File: config.mk
export PLATFORM = sky130hd
export DESIGN_NAME = double_ended_queue
export DESIGN_NICKNAME = d
export VERILOG_FILES = /design/src/hw/rtl/dq_pkg.sv /design/src/hw/rtl/dq_cell.sv /design/src/hw/rtl/double_ended_queue.sv
export SDC_FILE = /design/constraint.sdc
export NUM_CORES = 1
export LEC_CHECK = 0
export BUFFER_PORTS_ARGS = -buffer_cell sky130_fd_sc_hd__clkbuf_2
export CAP_MARGIN = 10
export CORE_UTILIZATION = 34
export DETAILED_ROUTE_END_ITERATION = 6
export GPL_TIMING_DRIVEN = 0
export SYNTH_ARGS = -nofsm -noshare
export SYNTH_HDL_FRONTEND = slang
export SYNTH_SLANG_ARGS = --single-unit
File: constraint.sdc
create_clock -name clock -period 5.8 [get_ports clock]
set_input_delay 0 -clock clock [delete_from_list [all_inputs] [get_ports clock]]
set_output_delay 0 -clock clock [all_outputs]
set_load 0.01 [all_outputs]
File: src/hw/rtl/dq_pkg.sv
// package for the double ended queue: beat types, request modes, status codes
// and the per-cell control group; used by every file under hw/rtl
package dq_pkg;

   localparam int DEPTH_DEFAULT = 8;
   localparam int WORD_WIDTH    = 32;

   localparam logic [1:0] MODE_PUSH_FRONT = 2'd0;
   localparam logic [1:0] MODE_PUSH_BACK  = 2'd1;
   localparam logic [1:0] MODE_POP_FRONT  = 2'd2;
   localparam logic [1:0] MODE_POP_BACK   = 2'd3;

   localparam logic [1:0] STATUS_OK    = 2'd0;
   localparam logic [1:0] STATUS_FULL  = 2'd1;
   localparam logic [1:0] STATUS_EMPTY = 2'd2;

   typedef struct packed {
      logic [1:0]                   mode;
      logic signed [WORD_WIDTH-1:0] push_value;
   } req_type;

   typedef struct packed {
      logic signed [WORD_WIDTH-1:0] pop_value;
      logic [1:0]                   status;
   } rsp_type;

   // broadcast to every cell, at most one bit set
   typedef struct packed {
      logic push_front;
      logic push_back;
      logic pop_front;
      logic pop_back;
   } cell_ctl_type;

endpackage

File: src/hw/rtl/dq_cell.sv
// one storage cell of the queue chain: a word and its occupied flag
// depends on dq_pkg for the control group and word width
module dq_cell (
   input  logic                                 clock,
   input  logic                                 reset,
   input  dq_pkg::cell_ctl_type                 ctl,
   input  logic                                 left_valid,
   input  logic signed [dq_pkg::WORD_WIDTH-1:0] left_data,
   input  logic                                 right_valid,
   input  logic signed [dq_pkg::WORD_WIDTH-1:0] right_data,
   input  logic signed [dq_pkg::WORD_WIDTH-1:0] push_data,
   output logic                                 cell_valid,
   output logic signed [dq_pkg::WORD_WIDTH-1:0] cell_data,
   output logic signed [dq_pkg::WORD_WIDTH-1:0] tail_tap
);

   logic                                 valid_ff, valid_in;
   logic signed [dq_pkg::WORD_WIDTH-1:0] data_ff, data_in;
   logic                                 is_tail;

   // last occupied cell of the chain
   assign is_tail = valid_ff & ~right_valid;

   always_comb begin
      valid_in = valid_ff;
      data_in  = data_ff;
      if (ctl.push_front) begin
         valid_in = left_valid;
         data_in  = left_data;
      end else if (ctl.pop_front) begin
         valid_in = right_valid;
         data_in  = right_data;
      end else if (ctl.push_back) begin
         // first empty cell behind an occupied one takes the word
         if (!valid_ff && left_valid) begin
            valid_in = 1'b1;
            data_in  = push_data;
         end
      end else if (ctl.pop_back) begin
         if (is_tail) begin
            valid_in = 1'b0;
         end
      end
   end

   always_ff @(posedge clock) begin
      if (reset) begin
         valid_ff <= 1'b0;
      end else begin
         valid_ff <= valid_in;
      end
      data_ff <= data_in;
   end

   assign cell_valid = valid_ff;
   assign cell_data  = data_ff;
   assign tail_tap   = is_tail ? data_ff : '0;

endmodule

File: src/hw/rtl/double_ended_queue.sv
// double ended queue of DEPTH words held left-justified in a chain of cells
// the result beat is registered and appears in the cycle after the request beat is accepted
// throughput: one request per cycle; only a stalled, full result register holds requests
// reset: synchronous, empties every cell and drops any pending result beat
// depends on dq_pkg and dq_cell
module double_ended_queue #(
   parameter int DEPTH = dq_pkg::DEPTH_DEFAULT
) (
   input  logic            clock,
   input  logic            reset,
   input  logic            req_valid,
   output logic            req_stall,
   input  dq_pkg::req_type req_payload,
   output logic            rsp_valid,
   input  logic            rsp_stall,
   output dq_pkg::rsp_type rsp_payload
);

   logic                                 cell_valid [DEPTH];
   logic signed [dq_pkg::WORD_WIDTH-1:0] cell_data  [DEPTH];
   logic signed [dq_pkg::WORD_WIDTH-1:0] tail_tap   [DEPTH];
   logic signed [dq_pkg::WORD_WIDTH-1:0] tail_word;

   dq_pkg::cell_ctl_type ctl;
   logic                 accept, is_push, full, empty;
   logic [1:0]           status;
   logic signed [dq_pkg::WORD_WIDTH-1:0] pop_word;

   logic            rsp_valid_ff, rsp_valid_in;
   dq_pkg::rsp_type rsp_payload_ff, rsp_payload_in;

   assign req_stall = rsp_valid_ff & rsp_stall;
   assign accept    = req_valid & ~req_stall;
   assign is_push   = (req_payload.mode == dq_pkg::MODE_PUSH_FRONT) ||
                      (req_payload.mode == dq_pkg::MODE_PUSH_BACK);
   assign full      = cell_valid[DEPTH-1];
   assign empty     = ~cell_valid[0];

   always_comb begin
      status = dq_pkg::STATUS_OK;
      if (is_push && full) begin
         status = dq_pkg::STATUS_FULL;
      end else if (!is_push && empty) begin
         status = dq_pkg::STATUS_EMPTY;
      end
   end

   always_comb begin
      ctl = '0;
      if (accept && status == dq_pkg::STATUS_OK) begin
         case (req_payload.mode)
            dq_pkg::MODE_PUSH_FRONT: ctl.push_front = 1'b1;
            dq_pkg::MODE_PUSH_BACK:  ctl.push_back  = 1'b1;
            dq_pkg::MODE_POP_FRONT:  ctl.pop_front  = 1'b1;
            dq_pkg::MODE_POP_BACK:   ctl.pop_back   = 1'b1;
            default:                 ctl = '0;
         endcase
      end
   end

   for (genvar i = 0; i < DEPTH; i++) begin : g_cell
      logic                                 left_valid, right_valid;
      logic signed [dq_pkg::WORD_WIDTH-1:0] left_data, right_data;

      if (i == 0) begin : g_head
         // the incoming word enters from the left end
         assign left_valid = 1'b1;
         assign left_data  = req_payload.push_value;
      end else begin : g_body
         assign left_valid = cell_valid[i-1];
         assign left_data  = cell_data[i-1];
      end

      if (i == DEPTH - 1) begin : g_end
         assign right_valid = 1'b0;
         assign right_data  = '0;
      end else begin : g_mid
         assign right_valid = cell_valid[i+1];
         assign right_data  = cell_data[i+1];
      end

      dq_cell u_cell (
         .clock       (clock),
         .reset       (reset),
         .ctl         (ctl),
         .left_valid  (left_valid),
         .left_data   (left_data),
         .right_valid (right_valid),
         .right_data  (right_data),
         .push_data   (req_payload.push_value),
         .cell_valid  (cell_valid[i]),
         .cell_data   (cell_data[i]),
         .tail_tap    (tail_tap[i])
      );
   end

   // only the tail cell drives a non-zero tap
   always_comb begin
      tail_word = '0;
      for (int i = 0; i < DEPTH; i++) begin
         tail_word = tail_word | tail_tap[i];
      end
   end

   always_comb begin
      pop_word = '0;
      if (ctl.pop_front) begin
         pop_word = cell_data[0];
      end else if (ctl.pop_back) begin
         pop_word = tail_word;
      end
   end

   always_comb begin
      rsp_valid_in   = rsp_valid_ff & rsp_stall;
      rsp_payload_in = rsp_payload_ff;
      if (accept) begin
         rsp_valid_in             = 1'b1;
         rsp_payload_in.pop_value = pop_word;
         rsp_payload_in.status    = status;
      end
   end

   always_ff @(posedge clock) begin
      if (reset) begin
         rsp_valid_ff <= 1'b0;
      end else begin
         rsp_valid_ff <= rsp_valid_in;
      end
      rsp_payload_ff <= rsp_payload_in;
   end

   assign rsp_valid   = rsp_valid_ff;
   assign rsp_payload = rsp_payload_ff;

endmodule
==> flow_results.xml <==
<?xml version="1.0" encoding="UTF-8"?>
<metrics>
  <group name="worst_setup_path">
    <metric name="cp-end-kind" unit="">flop</metric>
    <metric name="crit_type" unit="">reg2reg</metric>
    <metric name="timing.critical_path.required" unit="ns">6.09</metric>
    <metric name="crit_path_cell_trace" unit="">nor2b_1, clkbuf_1, buf_1, a221oi_1, a31oi_1</metric>
    <metric name="cp-start-kind" unit="">flop</metric>
    <metric name="critical-path-slowest-cell" unit="">clkbuf_1</metric>
    <metric name="worst-endpoint-arrival" unit="ns">3.99</metric>
    <metric name="worst-path-max-fanout" unit="">10</metric>
    <metric name="critical_path.max_stage_delay" unit="ns">0.96</metric>
  </group>
  <group name="floorplanning">
    <metric name="die_height" unit="um">210</metric>
    <metric name="floorplan.die_area" unit="um2">44200</metric>
    <metric name="design.portCount" unit="">74</metric>
    <metric name="x_dimension_of_the_die" unit="um">210</metric>
    <metric name="initial_core_util" unit="">0.348</metric>
    <metric name="rows" unit="">75</metric>
    <metric name="floorplan.core_area" unit="um2">42300</metric>
  </group>
  <group name="global_route">
    <metric name="globalRoute.totalOverflow" unit="">0</metric>
    <metric name="grt_busiest_layer" unit="">met2</metric>
    <metric name="globalRouteMet2Util" unit="">0.379</metric>
    <metric name="first_global_vias" unit="">11424</metric>
    <metric name="groute.layer.met3.usage" unit="">0.0554</metric>
    <metric name="initial_antenna_violation_count" unit="">2</metric>
    <metric name="gr-usage-all-layers" unit="">0.247</metric>
    <metric name="pin_count_of_the_biggest_net_entering_global_routing" unit="">20</metric>
    <metric name="grt_util_met1" unit="">0.336</metric>
    <metric name="first_pass_grt_wire_length" unit="um">78700</metric>
  </group>
  <group name="power_and_ir_drop">
    <metric name="power.ir.vdd_worst" unit="uV">148</metric>
    <metric name="static-leakage-power" unit="nW">6.34</metric>
    <metric name="internal" unit="mW">4.04</metric>
    <metric name="p_sw" unit="mW">1.42</metric>
    <metric name="design_power_total" unit="mW">5.46</metric>
    <metric name="p_seq_frac" unit="">0.476</metric>
    <metric name="proportion_of_total_power_due_to_net_switching" unit="">0.261</metric>
    <metric name="share_clk_of_total_power" unit="">0.400</metric>
    <metric name="comb_power_share" unit="">0.124</metric>
    <metric name="power_density" unit="nW/um2">308</metric>
  </group>
  <group name="route">
    <metric name="detail_route.wl_per_cell" unit="um">29.3</metric>
    <metric name="ant_nets" unit="">0</metric>
    <metric name="remaining_drc_errors" unit="">0</metric>
    <metric name="via_per_inst" unit="">6.23</metric>
    <metric name="vias" unit="">11772</metric>
    <metric name="drt_pre_antenna_iters" unit="">6</metric>
    <metric name="route.final.wire_length" unit="um">55300</metric>
    <metric name="detail_route.iter0.violations" unit="">1495</metric>
  </group>
  <group name="clock_tree">
    <metric name="cts_htree_levels" unit="">2</metric>
    <metric name="post-cts-setup-buffers" unit="">0</metric>
    <metric name="clkSlewWorstSetupHoldPaths" unit="ns">0.07</metric>
    <metric name="postCtsHoldBufs" unit="">38</metric>
    <metric name="clock_tree_from_tritoncts" unit="">done</metric>
    <metric name="cts_resized" unit="">0</metric>
    <metric name="root_buffer" unit="">clkbuf_16</metric>
    <metric name="numCtsBuffers" unit="">34</metric>
    <metric name="max-clock-path-buffers" unit="">3</metric>
    <metric name="cts.sink_count" unit="">299</metric>
    <metric name="clk-insertion-delay-late" unit="ns">0.53</metric>
  </group>
  <group name="logic_synthesis">
    <metric name="synth-seq-area-share" unit="">0.603</metric>
    <metric name="synthFlopType" unit="">edfxtp_1</metric>
    <metric name="synthesis.area_per_instance" unit="um2">13.1</metric>
    <metric name="synth-edff-count" unit="">290</metric>
    <metric name="number_of_storage_elements_in_the_synthesis_netlist" unit="">299</metric>
    <metric name="netlist_area" unit="um2">14700</metric>
    <metric name="async_flop_share" unit="">0</metric>
    <metric name="synth_warn" unit="">0</metric>
    <metric name="gate_count_after_technology_mapping" unit="">1125</metric>
    <metric name="syn-num-nets" unit="">1163</metric>
    <metric name="yosys.cell_types.count" unit="">38</metric>
  </group>
  <group name="timing">
    <metric name="fmax" unit="MHz">270</metric>
    <metric name="slew_headroom" unit="">0.194</metric>
    <metric name="tightestPinTransition" unit="ns">1.21</metric>
    <metric name="final_hold_viol_count" unit="">0</metric>
    <metric name="setup_repair_after_global_routing_missed_its_margin" unit="">false</metric>
    <metric name="report.final.setup_viol" unit="">0</metric>
    <metric name="final.period_utilization" unit="">0.638</metric>
    <metric name="timing.clock.skew" unit="ns">0.0147</metric>
    <metric name="post-route-min-period" unit="ns">3.70</metric>
    <metric name="slew_viol_final" unit="">0</metric>
  </group>
  <group name="finish">
    <metric name="insertedDiodeCount" unit="">0</metric>
    <metric name="multi_input_comb_area" unit="um2">5510</metric>
    <metric name="fill_cells" unit="">3942</metric>
    <metric name="layout_common_cells" unit="">edfxtp_1, a21oi_1, mux2i_1</metric>
    <metric name="post_route_cells_drive_above_1_share" unit="">0.155</metric>
    <metric name="finalCoreUtilization" unit="">0.419</metric>
    <metric name="final_net_count" unit="">1324</metric>
    <metric name="most_common_cell_after_layout_fill_and_taps_aside" unit="">edfxtp_1</metric>
    <metric name="layout.area.seq" unit="um2">8890</metric>
    <metric name="area_overhead_of_the_layout_relative_to_synthesis" unit="%">20.4</metric>
  </group>
  <group name="placement">
    <metric name="gp_congestion" unit="">0.932</metric>
    <metric name="dp_hpwl" unit="um">35400</metric>
    <metric name="io_buffer_count" unit="">70</metric>
  </group>
  <group name="flow_run">
    <metric name="drv.max_cap_violation_count" unit="">0</metric>
  </group>
  <group name="run_status">
    <metric name="run_status" unit="">finished, final reports clean</metric>
  </group>
  <group name="min_path">
    <metric name="worst_hold_path_type" unit="">in2reg</metric>
  </group>
</metrics>
[power groups by stage]
stage,clock network [mW],logic [mW],registers (mW)
floorplan,0,0.361,2.63
global placement,0,0.582,2.66
detailed placement,0,0.637,2.64
CTS,2.21,0.659,2.59
global route,2.27,0.709,2.61
finish,2.19,0.678,2.60
[path summary, 6_finish.rpt]
check | start | to | slack (ns) | cells past startpoint
min | req_payload[32] | g_cell[6].u_cell.cell_valid | 0.33 | 5
max | g_cell[1].u_cell.cell_valid | rsp_payload[19] | 2.10 | 5
max reg2reg | g_cell[1].u_cell.cell_valid | rsp_payload[19] | 2.10 | 5
min reg2reg | g_cell[0].u_cell.cell_data[21] | rsp_payload[23] | 0.59 | 1
[layer usage]
metal / vias to the layer above / part of all wire
met5: - / 0
met4: 0 / 0.039
met3: 138 / 0.12
met2: 834 / 0.44
met1: 5883 / 0.40
li1: 4917 / -
[cell usage after synthesis (all sizes together), types with 9 or more instances]
cell type | number | share of area
a211oi | 22 | 0.011
a21oi | 189 | 0.064
a221o | 12 | 0.0081
a221oi | 12 | 0.0071
a222oi | 23 | 0.016
a22o | 56 | 0.033
a22oi | 45 | 0.023
a31oi | 23 | 0.0098
buf | 27 | 0.0099
clkbuf | 73 | 0.019
dfxtp | 9 | 0.012
edfxtp | 290 | 0.59
mux2 | 32 | 0.024
mux2i | 180 | 0.12
nand3 | 9 | 0.0031
nor2 | 35 | 0.0091
nor2b | 9 | 0.0038
o21ai | 35 | 0.012
[worst max-delay path, delay by kind of cell, from the launching register on]
| family | cells | cell delay, ns |
|---|---|---|
| buffers and inverters | 2 | 1.77 |
| DFF | 1 | 0.44 |
| AOI/OAI and AO/OA | 2 | 0.58 |
| and+or+nand+nor | 1 | 0.66 |
[final cells by class]
class / count / area share
Sequential cell: 299 / 0.501
Multi-Input combinational cell: 717 / 0.310
Timing Repair Buffer: 125 / 0.0606
Clock buffer: 46 / 0.0552
Tap cell: 577 / 0.0407
Buffer: 100 / 0.0237
Clock inverter: 16 / 0.00705
Inverter: 9 / 0.00190
[metrics by stage]
step | cell area [um2] | instances | hold slack (ns) | setup TNS, ns | worst slack, ns
after floorplan | 14700 | 1125 | 0.121 | 0 | 1.83
after global placement | 15800 | 1772 | 0.245 | -338.55 | -1.85
after detailed placement | 16300 | 1789 | 0.250 | 0 | 2.26
after CTS | 17800 | 1889 | 0.296 | 0 | 2.26
after global routing | 17800 | 1889 | 0.363 | 0 | 2.17
final | 17800 | 1889 | 0.331 | 0 | 2.10
[sequential cells by signal, summed over array words and instances (netlist names)]
register and count:
g_cell.u_cell.cell_valid 8, rsp_valid 1, rsp_payload 34, g_cell.u_cell.cell_data 256
[cell families after synthesis]
kind of cell | Yosys count | share of synthesized area
AO/OA/AOI/OAI | 438 | 0.197
AND/OR/NAND/NOR | 67 | 0.0231
multiplexers | 212 | 0.147
flip-flops | 299 | 0.603
buffers and inverters | 109 | 0.0308
Power figures use the tool's default switching activity.
